`src/sv/frts_pkg.sv`:
```
// Shared types, constants and helper functions of the filtered ring top-k selector.
package frts_pkg;

  localparam int RAW_W    = 18;
  localparam int SCORE_W  = 16;
  localparam int DIFF_W   = 17;
  localparam int SLOT_W   = 10;
  localparam int ACC_W    = 25;
  localparam int CNT_W    = 32;
  localparam int SEL_W    = 7;
  localparam int QUO_W    = 25;
  localparam int THRESH_W = 16;

  localparam logic [THRESH_W-1:0] THRESH_DEFAULT = 16'd6554;
  localparam logic [SCORE_W-1:0]  ONE_Q15        = 16'd32768;

  localparam logic OP_APPEND = 1'b0;
  localparam logic OP_SELECT = 1'b1;

  // One ranked candidate as it travels down the cell chain.
  typedef struct packed {
    logic                     valid;
    logic signed [DIFF_W-1:0] diff;
    logic [SLOT_W-1:0]        age;
    logic [SLOT_W-1:0]        slot;
  } cand_t;

  typedef struct packed {
    logic clear;
    logic shift;
  } cell_ctl_t;

  function automatic logic [SCORE_W-1:0] clamp_score(input logic signed [RAW_W-1:0] raw);
    logic [SCORE_W-1:0] res;
    if (raw < 0) res = '0;
    else if (raw > $signed({2'b00, ONE_Q15})) res = ONE_Q15;
    else res = raw[SCORE_W-1:0];
    return res;
  endfunction

  function automatic logic [CNT_W-1:0] sat_inc(input logic [CNT_W-1:0] c);
    return (&c) ? c : c + 1'b1;
  endfunction

  // True when a ranks ahead of b: larger difference first, older first on ties.
  function automatic logic ranks_before(input cand_t a, input cand_t b);
    return (a.diff > b.diff) || ((a.diff == b.diff) && (a.age < b.age));
  endfunction

endpackage

```
`src/sv/frts_cell.sv`:
```
// One cell of the systolic top-k chain: keeps the better candidate, passes the other on.
module frts_cell import frts_pkg::*; (
  input  logic      clk,
  input  logic      rst,
  input  cell_ctl_t ctl,
  input  cand_t     cand_in,
  input  cand_t     neighbor,
  output cand_t     hold,
  output cand_t     pass
);

  always_ff @(posedge clk) begin
    if (rst || ctl.clear) begin
      hold <= '0;
      pass <= '0;
    end else if (ctl.shift) begin
      hold <= neighbor;
      pass <= '0;
    end else if (cand_in.valid) begin
      if (!hold.valid) begin
        hold <= cand_in;
        pass <= '0;
      end else if (ranks_before(cand_in, hold)) begin
        hold <= cand_in;
        pass <= hold;
      end else begin
        pass <= cand_in;
      end
    end else begin
      pass.valid <= 1'b0;
    end
  end

endmodule

```
`config.mk`:
```
export PLATFORM = sky130hd
export DESIGN_NAME = frts_cell
export DESIGN_NICKNAME = d
export VERILOG_FILES = /design/src/sv/frts_pkg.sv /design/src/sv/frts_cell.sv
export SDC_FILE = /design/constraint.sdc
export NUM_CORES = 1
export LEC_CHECK = 0
export BUFFER_PORTS_ARGS = -buffer_cell sky130_fd_sc_hd__buf_2
export CORE_MARGIN = 2
export CORE_UTILIZATION = 54
export CTS_CLUSTER_DIAMETER = 80
export DETAILED_ROUTE_END_ITERATION = 6
export PLACE_DENSITY = 0.93
export SYNTH_ARGS = -nofsm -noshare
export SYNTH_HDL_FRONTEND = slang
export SYNTH_SLANG_ARGS = --single-unit
```
`constraint.sdc`:
```
create_clock -name clk -period 4.6 [get_ports clk]
set_clock_uncertainty 0.05 [all_clocks]
set_input_delay 0.46 -clock clk [delete_from_list [all_inputs] [get_ports clk]]
set_output_delay 0.46 -clock clk [all_outputs]
set_load 0.1 [all_outputs]
```
==> results.ini <==
[run_status]
status = finished clean

[global_routing]
grt_usage_pct = 28.8
grt_pass1_vias = 4268
antenna_found_initial = 0
overflow = 0
grt_max_degree = 81
grt_pass1_wl_um = 20100

[routing]
via_per_inst = 5.86
drt-pass1-iter-count = 5
antenna_left = 0
wl_per_cell_um = 17.0
drc = 0
wl_um = 12400
drt_iter0_drc = 215
vias = 4263

[final_layout]
num_antenna_cells = 0
seq_area_um2 = 1520
instances_no_fill = 727
utilization_pct = 68.1
nets = 726
mostFrequentLayoutCell = buf_2
fin_area_um2 = 5260
drive_above_1_share_pct = 34.1
area_growth_pct = 21.8
final_cell_mix = 154 x buf_2, 78 x nor3_1, 76 x dfxtp_1
fillCellCount = 627
multiInputGateArea_um2 = 2500

[clock_tree]
tritoncts = done
cts_hold_buf = 0
clk_latency_ns = 0.34
post_cts_buffers = 0
root_buffer = clkbuf_8
ctsResizeCount = 0
clk_pin_slew_worst_paths_ns = 0.08
htreeDepth = 3
clock_sinks = 76
cts_buffer_depth = 2
cts_buffers = 9

[logic_synthesis]
netlist_instances = 487
ys_ff_latch = 76
synth_area_per_cell_um2 = 8.87
syn-cell-area_um2 = 4320
synth_cell_type_count = 38
syn_nets = 593
ys_warn_count = 0
ys_seq_area_share_pct = 35.2

[die]
core_area_um2 = 7730
rows = 32
die-area_um2 = 8730
start_util_pct = 55.9
die_x_um = 93.4
ios = 156
die_h_um = 93.4

[power_and_ir_drop]
clockPowerShare_pct = 27.3
p_sw_share_pct = 36.4
ir_drop_v = 0.000168
p_switching_mw = 0.597
powerDensity_nw_per_um2 = 312
seq_power_share_pct = 42.5
p_leak_nw = 2.43
p_comb_share_pct = 30.1
p_int_mw = 1.04

[placement]
port_buffers = 155
dp_slack_ns = 1.10
post_dp_cell_area_um2 = 5100
gp_congestion = 0.819
dp.cells = 711
dp_hpwl_um = 8920

[critical_path]
rr_startpoint = hold[22]
path_max_fanout = 28
startpoint = hold[22]
path_class = flop to flop
end_kind = flop
start_kind = flop
critical_path_required_ns = 4.81
arrival_ns = 3.61

[sta]
setup_ws_ns = 1.20
worst_pin_slew_ns = 0.984
hold_viol = 0
finalSetupViolations = 0
min_period_over_period_pct = 74.0
max_freq_mhz = 294
setup_tns_ns = 0
max_slew_margin_pct = 34.4
rsz0062_at_grt = no
final.min_clock_period_ns = 3.40
drv_slew = 0

[job]
cap_violations = 0

[min_path]
hold_path.startpoint = neighbor[37]
hold_class = input port to flop

## flip-flops by register name (all words and copies together) (netlist names)
register  cells
pass         38
hold         38
## area by class of cell
type                       instances  area share (%)
multi-input combinational        341            47.5
sequential                        76            28.9
timing repair buffer             163            15.9
clock buffer                      14            2.90
tap                              102            2.43
inverter                          29            2.07
clock inverter                     2           0.190
## synthesized netlist by cell type
cell,n,share of area [%]
o211ai_1,1,0.17
a2111oi_0,2,0.41
nand4_1,2,0.29
nor2_1,10,0.87
nand2b_1,2,0.29
a211oi_1,1,0.17
o31a_1,1,0.20
nand2_1,42,3.7
a211o_1,1,0.20
or3_1,1,0.14
o311ai_1,1,0.20
buf_2,1,0.12
o21ai_1,38,4.4
buf_6,7,1.8
a21o_1,2,0.35
buf_1,1,0.087
dfxtp_1,76,35
ha_1,26,7.5
a21bo_1,1,0.23
o21a_1,1,0.17
a221oi_1,7,1.4
a21oi_1,5,0.58
nand3_1,3,0.35
o21ai_0,4,0.46
o41ai_2,1,0.38
a31oi_1,1,0.14
mux2i_1,36,8.3
or2_1,1,0.14
inv_1,29,2.5
o221a_2,1,0.26
a21boi_2,1,0.26
a21oi_2,2,0.41
nor3_1,79,9.2
clkbuf_1,29,2.5
buf_4,3,0.52
nor3b_1,1,0.17
a221oi_2,30,10
nor2b_1,37,5.4
## worst paths after layout
kind / cells past startpoint / slack (ns) / endpoint
max reg2reg: 10 / 1.20 / hold[11]
max: 10 / 1.20 / hold[11]
min: 3 / 0.33 / hold[37]
min reg2reg: 2 / 0.39 / pass[31]
## worst max-delay path: stages, from the launching register on
cell and delay (ns):
dfxtp_1 0.39, inv_1 0.08, ha_1 0.30, o21ai_1 0.13, a21oi_1 0.06, o31a_1 0.25, o41ai_2 0.62, a21bo_2 0.84
buf_4 0.34, a221oi_2 0.08, nor3_1 0.19
## power by group through the flow
stage	logic [mW]	registers, mW	clock network [mW]
5_1_grt	0.528	0.700	0.478
6_report	0.494	0.697	0.447
2_1_floorplan	0.245	0.849	0
3_3_place_gp	0.473	0.710	0
3_5_place_dp	0.489	0.712	0
4_1_cts	0.492	0.697	0.451
## per-layer routing
| metal | track usage (%) | share of wire [%] |
|---|---|---|
| met1 | 34.8 | 41 |
| met2 | 50.8 | 50 |
| met3 | 4.75 | 6.5 |
| met4 | 11.4 | 2.5 |
| met5 | 0 | 0 |
## logic make-up (layout without fill, tap and decap cells)
kind of cell	after synthesis	count (layout)	share of synthesized area (%)
compound gates	101	101	20.9
buf+inv	70	208	7.59
mux	36	36	8.35
flops	76	76	35.2
fa+ha+maj	26	26	7.53
simple gates	178	178	20.4
## stage by stage
| stage | power, mW | hold slack [ns] |
|---|---|---|
| after floorplan | 1.09 | 0.553 |
| after global placement | 1.18 | 0.382 |
| after detailed placement | 1.20 | 0.389 |
| after CTS | 1.64 | 0.312 |
| after global routing | 1.71 | 0.331 |
| final | 1.64 | 0.326 |
(Power assumes the default switching activity.)
