<file path="src/sv/frts_pkg.sv">
// Shared types, constants and helper functions of the filtered ring top-k selector.
package frts_pkg;

  localparam int RAW_W    = 18;
  localparam int SCORE_W  = 16;
  localparam int DIFF_W   = 17;
  localparam int SLOT_W   = 10;
  localparam int ACC_W    = 25;
  localparam int CNT_W    = 32;
  localparam int SEL_W    = 7;
  localparam int QUO_W    = 25;
  localparam int THRESH_W = 16;

  localparam logic [THRESH_W-1:0] THRESH_DEFAULT = 16'd6554;
  localparam logic [SCORE_W-1:0]  ONE_Q15        = 16'd32768;

  localparam logic OP_APPEND = 1'b0;
  localparam logic OP_SELECT = 1'b1;

  // One ranked candidate as it travels down the cell chain.
  typedef struct packed {
    logic                     valid;
    logic signed [DIFF_W-1:0] diff;
    logic [SLOT_W-1:0]        age;
    logic [SLOT_W-1:0]        slot;
  } cand_t;

  typedef struct packed {
    logic clear;
    logic shift;
  } cell_ctl_t;

  function automatic logic [SCORE_W-1:0] clamp_score(input logic signed [RAW_W-1:0] raw);
    logic [SCORE_W-1:0] res;
    if (raw < 0) res = '0;
    else if (raw > $signed({2'b00, ONE_Q15})) res = ONE_Q15;
    else res = raw[SCORE_W-1:0];
    return res;
  endfunction

  function automatic logic [CNT_W-1:0] sat_inc(input logic [CNT_W-1:0] c);
    return (&c) ? c : c + 1'b1;
  endfunction

  // True when a ranks ahead of b: larger difference first, older first on ties.
  function automatic logic ranks_before(input cand_t a, input cand_t b);
    return (a.diff > b.diff) || ((a.diff == b.diff) && (a.age < b.age));
  endfunction

endpackage

</file>
<file path="src/sv/frts_div.sv">
// Restoring divider, one quotient bit per cycle, for the running-mean updates.
module frts_div import frts_pkg::*; (
  input  logic             clk,
  input  logic             rst,
  input  logic             start,
  input  logic [QUO_W-1:0] dividend,
  input  logic [CNT_W-1:0] divisor,
  output logic             done,
  output logic [QUO_W-1:0] quotient
);

  logic             busy;
  logic [4:0]       cnt;
  logic [CNT_W-1:0] rem;
  logic [QUO_W-1:0] q;
  logic [CNT_W:0]   trial;
  logic [CNT_W:0]   trial_sub;
  logic             fits;

  assign trial     = {rem, q[QUO_W-1]};
  assign trial_sub = trial - {1'b0, divisor};
  assign fits      = (trial >= {1'b0, divisor});
  assign quotient  = q;

  always_ff @(posedge clk) begin
    if (rst) begin
      busy <= 1'b0;
      done <= 1'b0;
      cnt  <= '0;
    end else if (start) begin
      busy <= 1'b1;
      done <= 1'b0;
      cnt  <= 5'(QUO_W - 1);
    end else if (busy) begin
      cnt <= cnt - 1'b1;
      if (cnt == '0) begin
        busy <= 1'b0;
        done <= 1'b1;
      end
    end else begin
      done <= 1'b0;
    end
  end

  always_ff @(posedge clk) begin
    if (start) begin
      q   <= dividend;
      rem <= '0;
    end else if (busy) begin
      q   <= {q[QUO_W-2:0], fits};
      rem <= fits ? trial_sub[CNT_W-1:0] : trial[CNT_W-1:0];
    end
  end

endmodule

</file>
<file path="config.mk">
export PLATFORM = sky130hd
export DESIGN_NAME = frts_div
export DESIGN_NICKNAME = d
export VERILOG_FILES = /design/src/sv/frts_pkg.sv /design/src/sv/frts_div.sv
export SDC_FILE = /design/constraint.sdc
export NUM_CORES = 1
export LEC_CHECK = 0
export ABC_AREA = 1
export BUFFER_PORTS_ARGS = -buffer_cell sky130_fd_sc_hd__buf_2
export CAP_MARGIN = 5
export CELL_PAD_IN_SITES_DETAIL_PLACEMENT = 2
export CELL_PAD_IN_SITES_GLOBAL_PLACEMENT = 2
export CORE_ASPECT_RATIO = 1.75
export CORE_MARGIN = 5
export CORE_UTILIZATION = 30
export DETAILED_ROUTE_END_ITERATION = 10
export PLACE_DENSITY_LB_ADDON = 0.1
export SLEW_MARGIN = 20
export SYNTH_ARGS = -nofsm -noshare
export SYNTH_HDL_FRONTEND = slang
export SYNTH_SLANG_ARGS = --single-unit
</file>
<file path="constraint.sdc">
create_clock -name clk -period 2.81 [get_ports clk]
set_clock_uncertainty 0.2 [all_clocks]
set_input_delay 0 -clock clk [delete_from_list [all_inputs] [get_ports clk]]
set_output_delay 0 -clock clk [all_outputs]
set_load 0.02 [all_outputs]
</file>
==> results of run 1 <==
-- state kept, by name, indices dropped and copies added (netlist names) --
name      flops
busy          1
cnt           5
done          1
quotient     25
rem          32
-- cells in the mapped netlist, types with 6 or more instances --
library cell	number	area (um^2)
nand3b_1	11	82.6
nand2_1	426	1600
inv_1	186	698
a21oi_1	20	100
clkbuf_1	10	37.5
nor3_1	6	30.0
xnor2_1	13	114
edfxtp_1	25	751
buf_2	7	35.0
nor2_1	54	203
ha_1	34	425
dfxtp_1	39	781
nand3_1	80	400
-- cells by family (layout without fill, tap and decap cells) --
group | count (synthesis) | count (layout) | synth area share, %
AOI/OAI and AO/OA | 31 | 31 | 3.27
adders and majority gates | 35 | 35 | 8.03
xor gates and xnor gates | 15 | 15 | 2.37
buffers and inverters | 208 | 332 | 14.6
and+or+nand+nor | 593 | 593 | 44.1
DFF | 64 | 64 | 27.6
-- cell type report --
type,count,area (um^2),area share (%)
multi-input cells,674,3210,46.5
flip-flops and latches,64,1530,22.2
repair buffers,129,853,12.4
inverters,187,702,10.2
well taps,234,293,4.24
clock buffers,12,256,3.72
clock inverters,4,52.6,0.762
-- how the worst max path moves through the flow --
stage,slack [ns],cells after the start,to,startpoint
after floorplan,0.59,15,rem[16]$_SDFFE_PP0P_,quotient[24]$_DFFE_PP_
after global placement,0.21,15,rem[26]$_SDFFE_PP0P_,quotient[24]$_DFFE_PP_
after detailed placement,0.20,15,rem[26]$_SDFFE_PP0P_,quotient[24]$_DFFE_PP_
after CTS,0.17,15,rem[26]$_SDFFE_PP0P_,quotient[24]$_DFFE_PP_
after global routing,0.03,15,rem[20]$_SDFFE_PP0P_,quotient[24]$_DFFE_PP_
final,0.21,15,rem[26]$_SDFFE_PP0P_,quotient[24]$_DFFE_PP_
-- layer usage --
layer / track usage (%) / vias up
li1: - / 3078
met1: 19.8 / 3020
met2: 44.2 / 95
met3: 2.55 / 28
met4: 7.54 / 0
met5: 0 / -
-- through the flow --
step                cell area [um^2]  setup slack, ns  total power (W)  hold slack [ns]
finish                          6900            0.209          0.00273           0.0910
global route                    6900           0.0263          0.00287            0.135
CTS                             6900            0.173          0.00276           0.0812
detailed placement              6300            0.197          0.00151           0.0419
global placement                6300            0.213          0.00151           0.0364
floorplan                       5550            0.592          0.00133           -0.131
-- critical path: stages, from the launching register on --
cell and delay (ns):
edfxtp_1 0.41, inv_1 0.08, ha_1 0.21, fa_1 0.41
inv_1 0.09, nand2_1 0.06, nand3_1 0.16, nand2_1 0.08
nand2_1 0.22, nand2_1 0.14, nand2_1 0.10, nand2_1 0.05
nand2_1 0.10, nand2_1 0.06, nand3_1 0.06, nand2_1 0.05
-- report_power, final --
group	total, W	leakage, nW	internal (W)	switching, W
clock	0.00121	0.153	0.000738	0.000468
combinational	0.000468	3.28	0.000174	0.000294
sequential	0.00106	0.571	0.00102	0.0000315
total	0.00273	4.00	0.00194	0.000793
-- what timing repair did --
action / 4_1_cts / 5_1_grt
hold buffers: 29 / 0
endpoints found under the hold margin: 35 / 0
gates resized for setup: 0 / 0
-- cell usage in the layout (no fill, tap or decap), types with 2 or more instances in the layout --
master         synthesis  layout
nand2_1              426     426
inv_1                186     186
buf_2                  7      85
nand3_1               80      80
nor2_1                54      52
dfxtp_1               39      39
ha_1                  34      34
dlygate4sd3_1          0      29
edfxtp_1              25      25
a21oi_1               20      20
xnor2_1               13      13
buf_4                  0      13
nand3b_1              11      11
clkbuf_16              0       9
nor3_1                 6       6
nand2_4                4       4
a31oi_1                4       4
o21bai_1               3       3
nor2_2                 1       3
and2_1                 3       3
nand4_1                2       2
nand2_2                2       2
xor2_1                 2       2
o21ai_0                2       2
clkbuf_8               0       2
clkinv_4               0       2
buf_12                 0       2
==> summary.txt, run 1 <==
Yosys
  – Yosys reg bits: 64
  – Post-synth top flop: dfxtp_1
  – Sequential area share after synthesis: 27.6%
  – YS warnings: 0
  – Netlist Area Pre-Place: 5550 um^2
  – Asr flop ratio synth: 0%
  – Post-synth cell types: 32
  – Number of synthesized flops with an enable pin: 25
  – Post-Syn Instances: 946
  – Syn avg cell area: 5.87 um^2
  – Syn Nets: 1041

Placement
  – Placed cells: 1259
  – Placer Congestion: 0.880
  – Port Buffers: 85
  – HPWL Detailed: 17200 um

Clocking
  – Setup Buffers After CTS: 0
  – Clock sink total: 64
  – Skew-Pair Late Insertion Delay: 0.34 ns
  – CTS tree: yes
  – Total CTS buffers: 9
  – Clk buf depth: 2
  – CTS H-Tree Depth: 3
  – CTS root buffer: clkbuf_16
  – Worst-path clk slew: 0.06 ns

Global routing
  – Total GRT Usage: 21.0%
  – Vias in the first global route: 7057
  – Global-route wire length before repair: 35000 um
  – Largest net degree at the start of global routing: 34
  – Global route overflow: 0
  – Initial antenna violation count: 0

Critical path
  – Endpoint class of the critical path: register
  – R2r setup slk: 0.21 ns
  – Crit Reg-Reg Endpoint: rem[26]$_SDFFE_PP0P_
  – Crit-path max FO: 3
  – Reg2reg start: quotient[24]$_DFFE_PP_
  – Startpoint types: register
  – R2R depth: 15
  – CP arrival: 2.64 ns
  – Critical Path RT: 2.85 ns
  – WS Path Type: register to register

Power and ir drop
  – P_leak: 4.00 nW
  – VDD IR max: 0.000258 V
  – Power density over the cells: 396 nW/um^2

Detailed routing
  – Metal2 WL: 12900 um
  – Uppermost layer routed: met4
  – WL final: 21800 um
  – Number of iterations in the first detailed-routing pass: 4
  – Remaining DRCs: 0
  – Starting DRT DRC Count: 109
  – DR vias: 6221
  – DR WL/cell: 16.7 um
  – Met3 Wirelength: 534 um
  – M1 WL: 7740 um
  – Antenna violation net count after detailed routing: 0
  – DR vias/cell: 4.77

Worst hold path
  – Worst Hold Launch: divisor[6]
  – Class of the tightest hold or removal check: input port to register
  – Hold path depth: 7
  – Hold EP: rem[6]$_SDFFE_PP0P_

Outcome
  – Status: finished, final reports clean

Timing
  – Unrepaired setup endpoints after global routing: no
  – Fin crit share: 92.6%
  – Post-route minimum period: 2.60 ns
  – Worst slew pin tran: 0.512 ns
  – Max-slew violation count: 0
  – Normalized max-slew margin: 65.8%
  – Total negative setup slack: 0 ns
  – Achievable Freq: 385 MHz
  – Final hold violation count: 0
  – Final setup vio count: 0

Layout
  – Layout cells sized above 1: 12.1%
  – Fillcell total: 2364
  – Finished Layout Cells: 1304
  – Fin nets: 1160
  – Area Growth Syn to Fin: 24.3%
  – Fin util: 38.0%
  – Inserted Diodes: 0

Die
  – Die Area: 21400 um^2
  – Starting density of the core: 30.6%
  – DIE HEIGHT: 190 um
  – Core Area: 18100 um^2
  – I/O pin cnt: 86
  – Core Rows: 65
  – Die X: 113 um

Flow run
  – Max-cap violation count: 0
Note: power is estimated with default switching activity, not from simulation.
==> run 2: changes to the inputs <==
CELL_PAD_IN_SITES_DETAIL_PLACEMENT = default   (was 2)
CELL_PAD_IN_SITES_GLOBAL_PLACEMENT = default   (was 2)
CORE_UTILIZATION = 45   (was 30)
PLACE_DENSITY = 0.72   (was default)
PLACE_DENSITY_LB_ADDON = default   (was 0.1)
==> run 2 against run 1 <==
  * Die area decreased by 31%
  * Utilization increased by 18 points
  * Critical path depth decreased by 3
  * Clock power decreased by 5%
  * Count of clock-buffer cells in the layout decreased by 1
  * Register-to-register slack improved by 0.08 ns
  * Cell count decreased by 5.9%
  * Cell area decreased by 2.5%
  * First-iteration DRC count increased to 2.9 times the previous value
==> summary.txt, run 2 (synthesis results as in run 1) <==
Detailed routing
  – DR WL/cell: 13.2 um (-21%)
  – DR vias: 5968 (-4.1%)
  – WL final: 16200 um (-26%)
  – Starting DRT DRC Count: 315 (+190%)
  – Remaining DRCs: 0 (unchanged)
  – Antenna violation net count after detailed routing: 0 (unchanged)
  – Number of iterations in the first detailed-routing pass: 5 (+1)
  – DR vias/cell: 4.86 (+2.0%)

Placement
  – HPWL Detailed: 12000 um (-30%)
  – Placer Congestion: 1.02 (+16%)
  – Port Buffers: 85 (unchanged)

Timing
  – Max-slew violation count: 0 (unchanged)
  – Unrepaired setup endpoints after global routing: no
  – Final setup vio count: 0 (unchanged)
  – Worst slew pin tran: 0.510 ns (-0.00228 ns)
  – Final hold violation count: 0 (unchanged)
  – Normalized max-slew margin: 66.0% (+0.20 points)
  – Achievable Freq: 397 MHz (+3.3%)
  – Post-route minimum period: 2.52 ns (-0.0828 ns)
  – Total negative setup slack: 0 ns (unchanged)
  – Fin crit share: 89.6% (-2.9 points)

Layout
  – Fillcell total: 1272 (-46%)
  – Commonest non-fill, non-tap cell in the layout: nand2_1
  – Largest register FFs: 32 (unchanged)
  – Area Growth Syn to Fin: 21.2%
  – Top reg by flops: rem
  – Fin nets: 1152 (-0.69%)
  – Inserted Diodes: 0 (unchanged)
  – Layout cells sized above 1: 11.6% (-0.57 points)
  – Commonest non-fill, non-tap cells in the layout: 426 x nand2_1, 186 x inv_1, 85 x buf_2

Critical path
  – Crit Reg-Reg Endpoint: rem[22]$_SDFFE_PP0P_
  – Startpoint types: register
  – Endpoint class of the critical path: register
  – R2r setup slk: 0.29 ns (+0.08 ns)
  – Reg2reg start: rem[27]$_SDFFE_PP0P_
  – Worst path cell trace: ha_1 > nand2_1 > nor2_1 > inv_1 > nor2_1 > nand2_1 > nand2_1 > a21oi_4 > buf_4 > nand3_1 > nand3_1 > nand2_1
  – Crit-path max FO: 33 (+30)
  – CP arrival: 2.54 ns (-0.10 ns)
  – R2R depth: 12 (-3)
  – Critical path's slowest cell: buf_4
  – WS Path Type: register to register
  – Critical Path RT: 2.84 ns (about the same)
  – Family with the most delay on the worst path: simple AND/OR/NAND/NOR gates
  – Crit path top cell by count: nand2_1
  – Crit path largest cell delay: 0.39 ns (-0.02 ns)
  – CP Buf/Inv Count: 2 (unchanged)

Worst hold path
  – Class of the tightest hold or removal check: input port to register
  – Hold EP: busy$_SDFF_PP0_
  – Worst Hold Launch: start
  – Hold path depth: 3 (-4)

Flow run
  – Max-cap violation count: 0 (unchanged)

Power and ir drop
  – VDD IR max: 0.000361 V (+40%)
  – Power density over the cells: 394 nW/um^2 (-0.52%)
  – Total power: 0.00265 W (-3.0%)
  – P_leak: 3.96 nW (-1.1%)

Global routing
  – Initial antenna violation count: 0 (unchanged)
  – Vias in the first global route: 6036 (-14%)
  – Global-route wire length before repair: 26600 um (-24%)
  – Largest net degree at the start of global routing: 34 (unchanged)
  – Global route overflow: 0 (unchanged)
  – Total GRT Usage: 22.8% (+1.8 points)

Die
  – Starting density of the core: 46.0% (+15 points)
  – DIE HEIGHT: 157 um (-17%)
  – Core Rows: 53 (-18%)
  – Core Area: 12100 um^2 (-33%)
  – Die X: 93.9 um (-17%)
  – Die Area: 14700 um^2 (-31%)
  – I/O pin cnt: 86 (unchanged)

Outcome
  – Status: finished, final reports clean

Clocking
  – Skew-Pair Late Insertion Delay: 0.33 ns (about the same)
  – Setup Buffers After CTS: 0 (unchanged)
  – CTS tree: yes
  – CTS root buffer: clkbuf_16
  – # resized after CTS: 0 (unchanged)
  – Clock sink total: 64 (unchanged)
  – Total CTS buffers: 9 (unchanged)
  – Worst-path clk slew: 0.06 ns (about the same)
  – Clk buf depth: 2 (unchanged)
  – CTS H-Tree Depth: 3 (unchanged)
  – Hold buffers post-CTS: 28 (-3.4%)
run 2: metal layers:
layer  track usage [%]  vias to the layer above  wire length, um
met3              3.54                       57              719
met5                 0                        -                0
met1              21.5                     2654             5790
met4              13.7                        0              786
met2              44.6                      184             8920
li1                  -                     3073                -
run 2: worst reg2reg max path, stage by stage, from the launching register on:
cell     delay, ns
dfxtp_1       0.33
ha_1          0.35
nand2_1       0.20
nor2_1        0.09
inv_1         0.14
nor2_1        0.05
nand2_1       0.09
nand2_1       0.10
a21oi_4       0.15
buf_4         0.39
nand3_1       0.15
nand3_1       0.11
nand2_1       0.05
run 2: final cells by class:
type                    instances  area (um^2)  area share (%)
inverters                     187          702            10.4
clock buffers                  11          243            3.61
well taps                     165          206            3.07
clock inverters                 5         56.3           0.837
repair buffers                121          778            11.6
flip-flops and latches         64         1530            22.8
multi-input cells             674         3210            47.7
run 2: through the flow:
stage / setup WS, ns / instances / hold slack, ns / util (%) / area, um^2
after global routing: 0.0844 / 1227 / 0.0690 / 55.7 / 6730
final: 0.292 / 1227 / 0.0312 / 55.7 / 6730
after global placement: 0.356 / 1183 / 0.0308 / 50.9 / 6150
after floorplan: 0.592 / 946 / -0.131 / - / 5550
after CTS: 0.329 / 1227 / 0.0174 / 55.7 / 6730
after detailed placement: 0.341 / 1183 / 0.0351 / 50.9 / 6150
run 2: where the power goes:
group	switching (W)	internal (W)	total [W]	leakage [nW]
Combinational	0.000273	0.000170	0.000443	3.24
Clock	0.000440	0.000710	0.00115	0.145
Sequential	0.0000305	0.00102	0.00106	0.571
run 2: worst max path at each step:
stage | start | end | slack (ns) | cells past startpoint
detailed placement | rem[27]$_SDFFE_PP0P_ | quotient[0]$_DFFE_PP_ | 0.34 | 10
global route | rem[23]$_SDFFE_PP0P_ | rem[24]$_SDFFE_PP0P_ | 0.08 | 14
finish | rem[27]$_SDFFE_PP0P_ | rem[22]$_SDFFE_PP0P_ | 0.29 | 12
floorplan | quotient[24]$_DFFE_PP_ | rem[16]$_SDFFE_PP0P_ | 0.59 | 15
global placement | rem[27]$_SDFFE_PP0P_ | quotient[0]$_DFFE_PP_ | 0.36 | 10
CTS | rem[27]$_SDFFE_PP0P_ | rem[24]$_SDFFE_PP0P_ | 0.33 | 12
